<file path="config.mk">
export PLATFORM = sky130hd
export DESIGN_NAME = pixel_desaturate_darken_core_flat
export DESIGN_NICKNAME = d
export VERILOG_FILES = /design/src/sv/pdd_pkg.sv /design/src/sv/pdd_ifs.sv /design/src/sv/pixel_desaturate_darken_core.sv /design/src/flat_wrapper.sv
export SDC_FILE = /design/constraint.sdc
export NUM_CORES = 2
export LEC_CHECK = 0
export BUFFER_PORTS_ARGS = -buffer_cell sky130_fd_sc_hd__buf_2
export CAP_MARGIN = 10
export CORE_ASPECT_RATIO = 1.5
export CORE_MARGIN = 2
export CORE_UTILIZATION = 50
export DETAILED_ROUTE_END_ITERATION = 6
export HOLD_SLACK_MARGIN = 0.1
export PLACE_DENSITY_LB_ADDON = 0.3
export SLEW_MARGIN = 15
export SYNTH_ARGS = -nofsm -noshare
export SYNTH_HDL_FRONTEND = slang
export SYNTH_SLANG_ARGS = --single-unit
</file>
<file path="constraint.sdc">
create_clock -name clk -period 11 [get_ports clk]
set_input_delay 1.65 -clock clk [delete_from_list [all_inputs] [get_ports clk]]
set_output_delay 1.65 -clock clk [all_outputs]
set_load 0.05 [all_outputs]
</file>
<file path="src/sv/pdd_pkg.sv">
// Shared types and constants for the pixel desaturate/darken core.
// Used by the channel interfaces, the core and its checker; no dependencies.
package pdd_pkg;

  typedef logic [7:0]  chan_t;     // one color channel byte
  typedef logic [10:0] q10_t;      // Q10 factor, 1024 = 1.0
  typedef logic [0:0]  reg_idx_t;  // configuration register index
  typedef logic [23:0] luma_t;     // Q16 luma, at most 255 * 65536
  typedef logic [33:0] blend_t;    // Q26 blended channel
  typedef logic [44:0] prod_t;     // Q36 scaled channel

  localparam int unsigned NUM_CHAN = 3;
  localparam int unsigned FRAC_OUT = 36;   // fraction bits of prod_t

  localparam reg_idx_t REG_SATURATION = 1'b0;
  localparam reg_idx_t REG_BRIGHTNESS = 1'b1;

  localparam q10_t  Q10_ONE  = 11'd1024;
  localparam luma_t W_RED    = 24'd19595;
  localparam luma_t W_GREEN  = 24'd38470;
  localparam luma_t W_BLUE   = 24'd7471;
  localparam chan_t CHAN_MAX = 8'd255;

  // Values above 1.0 saturate to 1.0.
  function automatic q10_t clamp_q10(input q10_t v);
    clamp_q10 = (v > Q10_ONE) ? Q10_ONE : v;
  endfunction

endpackage

</file>
<file path="src/sv/pdd_ifs.sv">
// Valid/ready channel interfaces for pixel requests into and out of the core.
// Depends on pdd_pkg for the channel type.
interface pdd_in_if;
  import pdd_pkg::*;
  logic  valid;
  logic  ready;
  chan_t blue_in;
  chan_t green_in;
  chan_t red_in;
  modport source (output valid, output blue_in, output green_in, output red_in,
                  input ready);
  modport sink (input valid, input blue_in, input green_in, input red_in,
                output ready);
endinterface

interface pdd_out_if;
  import pdd_pkg::*;
  logic  valid;
  logic  ready;
  chan_t blue_out;
  chan_t green_out;
  chan_t red_out;
  modport source (output valid, output blue_out, output green_out, output red_out,
                  input ready);
  modport sink (input valid, input blue_out, input green_out, input red_out,
                output ready);
endinterface

</file>
<file path="src/sv/pixel_desaturate_darken_core.sv">
// Pixel desaturate and darken: luma mix by saturation, then scale by brightness.
// Depends on pdd_pkg and the channel interfaces in pdd_ifs.sv.
// Four register stages (luma, blend, scale, output), each with its own valid bit,
// so bubbles fill while the output stalls. Throughput: one pixel per cycle
// while the output does not stall.
// Reset (rst, synchronous): empties the pipeline, saturation and brightness to 1024.
module pixel_desaturate_darken_core (
  input  logic                clk,
  input  logic                rst,
  pdd_in_if.sink              pix_in,
  pdd_out_if.source           pix_out,
  input  logic                wr_en,
  input  pdd_pkg::reg_idx_t   wr_index,
  input  pdd_pkg::q10_t       wr_data
);
  import pdd_pkg::*;

  q10_t  saturation;
  q10_t  brightness;
  q10_t  sat_c;
  q10_t  inv_sat;
  q10_t  bri_c;

  logic  v1, v2, v3, vo;
  logic  r1, r2, r3, ro;

  chan_t  chan1 [NUM_CHAN];
  luma_t  luma1;
  luma_t  luma_next;
  blend_t blend2 [NUM_CHAN];
  prod_t  prod3 [NUM_CHAN];
  chan_t  res_next [NUM_CHAN];
  chan_t  res [NUM_CHAN];

  // Configuration registers
  always_ff @(posedge clk) begin
    if (rst) begin
      saturation <= Q10_ONE;
      brightness <= Q10_ONE;
    end else if (wr_en) begin
      unique case (wr_index)
        REG_SATURATION: saturation <= wr_data;
        REG_BRIGHTNESS: brightness <= wr_data;
        default: ;
      endcase
    end
  end

  assign sat_c   = clamp_q10(saturation);
  assign inv_sat = Q10_ONE - sat_c;
  assign bri_c   = clamp_q10(brightness);

  // A stage advances when it is empty or the next one advances.
  assign ro = !vo || pix_out.ready;
  assign r3 = !v3 || ro;
  assign r2 = !v2 || r3;
  assign r1 = !v1 || r2;
  assign pix_in.ready = r1;

  always_ff @(posedge clk) begin
    if (rst) begin
      v1 <= 1'b0;
      v2 <= 1'b0;
      v3 <= 1'b0;
      vo <= 1'b0;
    end else begin
      if (r1) v1 <= pix_in.valid;
      if (r2) v2 <= v1;
      if (r3) v3 <= v2;
      if (ro) vo <= v3;
    end
  end

  // Stage 1: luma
  assign luma_next = luma_t'(pix_in.red_in)   * W_RED
                   + luma_t'(pix_in.green_in) * W_GREEN
                   + luma_t'(pix_in.blue_in)  * W_BLUE;

  always_ff @(posedge clk) begin
    if (r1 && pix_in.valid) begin
      luma1    <= luma_next;
      chan1[0] <= pix_in.blue_in;
      chan1[1] <= pix_in.green_in;
      chan1[2] <= pix_in.red_in;
    end
  end

  for (genvar i = 0; i < NUM_CHAN; i++) begin : g_chan
    logic [18:0] cs;
    logic [8:0]  whole;

    // Stage 2: luma*(1-s) + chan*s in Q26
    assign cs = 19'(chan1[i]) * 19'(sat_c);

    always_ff @(posedge clk) begin
      if (r2 && v1) begin
        blend2[i] <= blend_t'(luma1) * blend_t'(inv_sat) + (blend_t'(cs) << 16);
      end
    end

    // Stage 3: scale by brightness
    always_ff @(posedge clk) begin
      if (r3 && v2) begin
        prod3[i] <= prod_t'(blend2[i]) * prod_t'(bri_c);
      end
    end

    // Drop the fraction and clamp into the output register
    assign whole       = prod3[i][FRAC_OUT +: 9];
    assign res_next[i] = (whole > 9'(CHAN_MAX)) ? CHAN_MAX : whole[7:0];

    always_ff @(posedge clk) begin
      if (ro && v3) begin
        res[i] <= res_next[i];
      end
    end
  end

  assign pix_out.valid     = vo;
  assign pix_out.blue_out  = res[0];
  assign pix_out.green_out = res[1];
  assign pix_out.red_out   = res[2];

endmodule

</file>
<file path="src/flat_wrapper.sv">
// flat-port wrapper written by rule: the top's interface ports become plain ports
module pixel_desaturate_darken_core_flat import pdd_pkg::*;
  (clk, rst, wr_en, wr_index, wr_data, pix_in_valid, pix_in_blue_in, pix_in_green_in, pix_in_red_in, pix_in_ready, pix_out_valid, pix_out_blue_out, pix_out_green_out, pix_out_red_out, pix_out_ready);
  pdd_in_if pix_in_i ();
  pdd_out_if pix_out_i ();
  input  logic clk;
  input  logic rst;
  input  logic wr_en;
  input  pdd_pkg::reg_idx_t wr_index;
  input  pdd_pkg::q10_t wr_data;
  input wire logic [$bits(pix_in_i.valid)-1:0] pix_in_valid;
  input wire logic [$bits(pix_in_i.blue_in)-1:0] pix_in_blue_in;
  input wire logic [$bits(pix_in_i.green_in)-1:0] pix_in_green_in;
  input wire logic [$bits(pix_in_i.red_in)-1:0] pix_in_red_in;
  output wire logic [$bits(pix_in_i.ready)-1:0] pix_in_ready;
  output wire logic [$bits(pix_out_i.valid)-1:0] pix_out_valid;
  output wire logic [$bits(pix_out_i.blue_out)-1:0] pix_out_blue_out;
  output wire logic [$bits(pix_out_i.green_out)-1:0] pix_out_green_out;
  output wire logic [$bits(pix_out_i.red_out)-1:0] pix_out_red_out;
  input wire logic [$bits(pix_out_i.ready)-1:0] pix_out_ready;
  assign pix_in_i.valid = pix_in_valid;
  assign pix_in_i.blue_in = pix_in_blue_in;
  assign pix_in_i.green_in = pix_in_green_in;
  assign pix_in_i.red_in = pix_in_red_in;
  assign pix_in_ready = pix_in_i.ready;
  assign pix_out_valid = pix_out_i.valid;
  assign pix_out_blue_out = pix_out_i.blue_out;
  assign pix_out_green_out = pix_out_i.green_out;
  assign pix_out_red_out = pix_out_i.red_out;
  assign pix_out_i.ready = pix_out_ready;
  pixel_desaturate_darken_core u_core (.clk(clk), .rst(rst), .pix_in(pix_in_i), .pix_out(pix_out_i), .wr_en(wr_en), .wr_index(wr_index), .wr_data(wr_data));
endmodule
</file>
# Yosys cells after proc, flatten, opt, wreduce, memory -nomap -nowiden
# Memory sizes are Yosys's and may differ from the RTL's.
# Cells that the tools add are included.
# op_classes
n_addsub,6
n_reduce_logical,14
n_mul,10
mux,13
order_cmp,5
bitwise_logic,1
# op_table
cell,n
multiplier 34 x 11 -> 45 bit,3
adder 34 bit,3
multiplier 8 x 11 -> 18 bit,3
"multiplier 8 x 15 -> 23 bit, second input constant",2
multiplier 24 x 11 -> 34 bit,1
"> comparator 9 x 8 -> 1 bit, second input constant",3
adder 23 x 24 -> 24 bit,1
adder 24 x 21 -> 24 bit,1
2-to-1 mux 8 bit,3
"> comparator 11 bit, second input constant",2
2-to-1 mux 11 bit,2
"multiplier 8 x 13 -> 21 bit, second input constant",1
"subtractor 11 bit, first input constant",1
2-to-1 mux 1 bit,8
logical AND 1 bit,4
zero test 1 bit,4
logical OR 1 bit,4
AND reduction 2 bit,2
NOT 1 bit,1
# word_totals
ramBits,285
n_memories,4
elab_cells,60
input_bits,41
regBits,50
# memory_table
name,depth,width,read_ports,rd_ports_with_merged_regs,wr,line,text
u_core.prod3,3,45,3,0,3,pixel_desaturate_darken_core.sv:31,prod_t prod3 [NUM_CHAN];
u_core.blend2,3,34,3,0,3,pixel_desaturate_darken_core.sv:30,blend_t blend2 [NUM_CHAN];
u_core.chan1,3,8,3,0,3,pixel_desaturate_darken_core.sv:27,chan_t chan1 [NUM_CHAN];
u_core.res,3,8,3,0,3,pixel_desaturate_darken_core.sv:33,chan_t res [NUM_CHAN];

# Logic depth before layout (Yosys ltp)
# logic_depth
word_depth,8
ltp_mapped,43
mapped_depth_nobuf,39

# Worst setup path before layout
# OpenSTA, ideal clock, no wires.
# synth_timing
path_kind,register -> register
from,reg u_core.saturation[10]
to,mem u_core.blend2[0][100] in the netlist's numbering (data pin)
setup_ns,0.264
path_stages_with_launch,42
slack_ns,1.580
required_time_ns,10.736
path_buffers,4
arrival_ns,9.156
cell_sequence,dfxtp_1 -> clkbuf_1 -> nor2b_1 -> clkbuf_1 -> clkbuf_1 -> inv_1 -> ha_1 -> o21ai_0 -> nor3_1 -> xnor2_1 -> clkbuf_1 -> nand2_1 -> fa_1 -> fa_1 -> inv_1 -> fa_1 -> fa_1 -> inv_1 -> [... 6 more ...] -> o21ai_2 -> a21o_2 -> a21o_1 -> a21o_1 -> a21o_1 -> a21o_1 -> a21oi_1 -> xnor2_1 -> ha_1 -> o2111ai_1 -> o31ai_1 -> and3_1 -> a211oi_1 -> or2_2 -> a21oi_1 -> nand4_1 -> a31oi_1 -> xor2_1
# synth_lines
element,line,text
"start, declared",pixel_desaturate_darken_core.sv:18,q10_t saturation;
"start signal, assigned",pixel_desaturate_darken_core.sv:42,REG_SATURATION: saturation <= wr_data;
"end, declared",pixel_desaturate_darken_core.sv:30,

==> flow_summary.json <==
{
  "drt_wl_total_mm": 140,
  "grt_max_degree": 71,
  "routed-via-count": 38200,
  "setup.worst_path.end_class": "flip-flop",
  "ant_nets": 0,
  "switching_share_pct": 52.2,
  "synth_edf_count": 169,
  "dieArea_um2": 109000,
  "power.share.clock_pct": 6.8,
  "n_antenna_cell": 0,
  "setup_viol_count_final": 0,
  "grt.busiest_layer": "met2",
  "grt_pass1_wl_mm": 228,
  "use_met2_pct": 50.7,
  "fillers": 9729,
  "track_usage_pct": 27.0,
  "die_x_um": 271,
  "cts.repair.resized": 0,
  "relSlewSlack_pct": 23.6,
  "drc": 0,
  "die_h_um": 404,
  "hold_violations": 0,
  "min_path_type": "reg -> reg",
  "path_clk_slew_ns": 0.09,
  "num_rows": 146,
  "yosysMostFrequentCell": "inv_1",
  "drt_iter0_drc": 2031,
  "wl_per_cell_um": 20.1,
  "hpwl_mm": 116,
  "synth_ff_type": "edfxtp_1",
  "yosysTopAreaCellShare_pct": 42.1,
  "synth.distinct_cells": 94,
  "criticalPathCategory": "reg -> reg",
  "grt_util_met3_pct": 2.78,
  "gp_congestion": 0.949,
  "clock_latency_ns": 0.51,
  "p_int_mw": 4.56,
  "finalCritPeriodShare_pct": 93.0,
  "yosys.area.top_type": "fa_1",
  "crit_path_max_fanout": 25,
  "h-tree-depth": 4,
  "ir_drop_uv": 477,
  "cp.required_ns": 11.24,
  "post-cts-setup-buffer-count": 0,
  "gr-usage-met1_pct": 29.0,
  "finalHoldWorstSlack_ns": 0.464,
  "syn_area_per_cell_um2": 9.36,
  "fin_crit_ns": 10.23,
  "syn_inst": 5696,
  "status": "complete, no violations",
  "max_stage_delay_ns": 0.58,
  "reg2reg_slack_ns": 0.77,
  "clk_path_buf_depth": 2,
  "slew_violations": 0,
  "syn2layout_area_growth_pct": 4.02,
  "power_frac_comb_pct": 72.3,
  "sequentialPowerShare_pct": 20.9,
  "cts_tree": "built",
  "rsz0062_at_grt": "false",
  "power.density_nw_per_um2": 172,
  "ctsHoldBuffers": 0,
  "cts_made_buffers": 17,
  "antenna_found_initial": 0,
  "grt_overflow": 0,
  "synth_common_cells": "inv_1, fa_1, nand2_1, ha_1, and2_1",
  "startpoint_type": "flip-flop",
  "synth.ff_latch_count": 195,
  "cts_root_buffer": "clkbuf_16",
  "fin_worst_skew_ns": 0.0206,
  "synthesis.area_um2": 53300,
  "p_sw_mw": 4.98,
  "ios": 67,
  "nets": 7276,
  "fmax_mhz": 97.8,
  "start_util_pct": 50.5,
  "syn_nets": 7419,
  "maxCapViolations": 0,
  "grt_pass1_vias": 42900,
  "async_flop_share_pct": 0,
  "vias_per_cell": 5.48,
  "post_synth_main_area_contributors": "fa_1, ha_1, edfxtp_1",
  "slowest_stage": "dfxtp_1",
  "dpl.cell_count": 6939,
  "drive_gt1_share_pct": 4.17,
  "port_buffers": 66,
  "cts.sinks": 195,
  "drt_first_pass_iters": 5,
  "yosysSeqAreaShare_pct": 10.5,
  "ys_warn_count": 0,
  "fp.coreArea_um2": 106000,
  "worst_slew_pin_slew_ns": 1.13,
  "setup-tns-final_ns": 0,
  "power_leakage_nw": 25.6,
  "critPathArrivalTime_ns": 10.47,
  "stdcell_count": 6972
}
routing by layer:
metal,share of wire (%),up-vias,routed length (um)
met3,4.5,409,6310
met5,0,-,0
met2,53,1150,74700
met1,35,19700,49200
li1,-,16900,-
met4,7.2,0,10100
critical path: cells and delay by family, from the launching register on:
family | cells | cell delay, ns
xor+xnor | 3 | 0.57
fa+ha+maj | 8 | 3.44
buf+inv | 7 | 0.84
compound gates | 14 | 2.95
simple gates | 7 | 1.59
flops | 1 | 0.58
kinds of logic (layout without fill, tap and decap cells):
group / count (synthesis) / count (layout) / share of synthesized area, %
multiplexers: 1 / 1 / 0.0188
AND/OR/NAND/NOR: 1738 / 1738 / 14.9
XOR/XNOR: 211 / 211 / 3.63
AO/OA/AOI/OAI: 420 / 420 / 5.36
buffers and inverters: 1442 / 1312 / 10.2
adder cells (fa/ha/maj): 1689 / 1689 / 55.4
flip-flops: 195 / 195 / 10.5
per-stage QoR:
stage	utilization, %	instance area (um^2)	total power, mW	worst slack (ns)
after floorplan	-	53300	6.85	1.58
after global placement	51.9	54800	8.65	0.970
after detailed placement	51.9	54800	8.85	0.869
after CTS	52.5	55400	9.55	0.786
after global routing	52.5	55400	10.5	0.227
final	52.5	55400	9.54	0.772
worst paths after layout:
kind / startpoint / endpoint / cells past startpoint
min: u_core.brightness[5]$_SDFFE_PP0P_ / u_core.brightness[5]$_SDFFE_PP0P_ / 2
max: u_core.saturation[10]$_SDFFE_PP1P_ / u_core.blend2[0][98]$_DFFE_PP_ / 39
max reg2reg: u_core.saturation[10]$_SDFFE_PP1P_ / u_core.blend2[0][98]$_DFFE_PP_ / 39
min reg2reg: u_core.brightness[5]$_SDFFE_PP0P_ / u_core.brightness[5]$_SDFFE_PP0P_ / 2
final cells by class:
| class | count | area, um^2 | share of cell area (%) |
|---|---|---|---|
| Multi-Input combinational cell | 4059 | 42400 | 76.6 |
| Sequential cell | 195 | 5600 | 10.1 |
| Inverter | 1170 | 4390 | 7.92 |
| Tap cell | 1406 | 1760 | 3.17 |
| Timing Repair Buffer | 110 | 661 | 1.19 |
| Clock buffer | 18 | 429 | 0.774 |
| Clock inverter | 14 | 159 | 0.287 |
cells in the final DEF, fill, tap and decap left out, types with 14 or more instances in the layout:
cell type  synthesis  final
a21o_1            64     64
a21oi_1          144    143
a31oi_1           17     17
and2_1           344    344
buf_2              0     66
buf_4              2     44
clkbuf_16          0     17
dfxtp_1           26     25
edfxtp_1         169    169
fa_1            1121   1121
ha_1             561    561
inv_1           1170   1170
nand2_1         1060   1060
nand2b_1          20     20
nand3_1           29     29
nand4_1           14     14
nor2_1            93     93
nor2b_1           47     25
nor3_1            47     47
o21a_1            19     19
o21ai_0           44     43
o21bai_1          25     25
or2_2             33     33
xnor2_1          143    140
xor2_1            62     62
power groups by stage:
| stage | Clock (mW) | Sequential (mW) | Combinational [mW] |
|---|---|---|---|
| CTS | 0.665 | 1.97 | 6.92 |
| global route | 0.688 | 2.01 | 7.81 |
| detailed placement | 0 | 1.98 | 6.86 |
| floorplan | 0 | 1.37 | 5.48 |
| finish | 0.649 | 2.00 | 6.89 |
| global placement | 0 | 1.98 | 6.67 |
flip-flops by register name, indices dropped and copies added (netlist names):
name	flops
u_core.v1	1
u_core.brightness	11
u_core.v2	1
u_core.saturation	11
u_core.blend2	70
u_core.res	24
u_core.pix_out.valid	1
u_core.luma1	24
u_core.prod3	27
u_core.v3	1
u_core.chan1	24
Note: power is estimated with default switching activity, not from simulation.
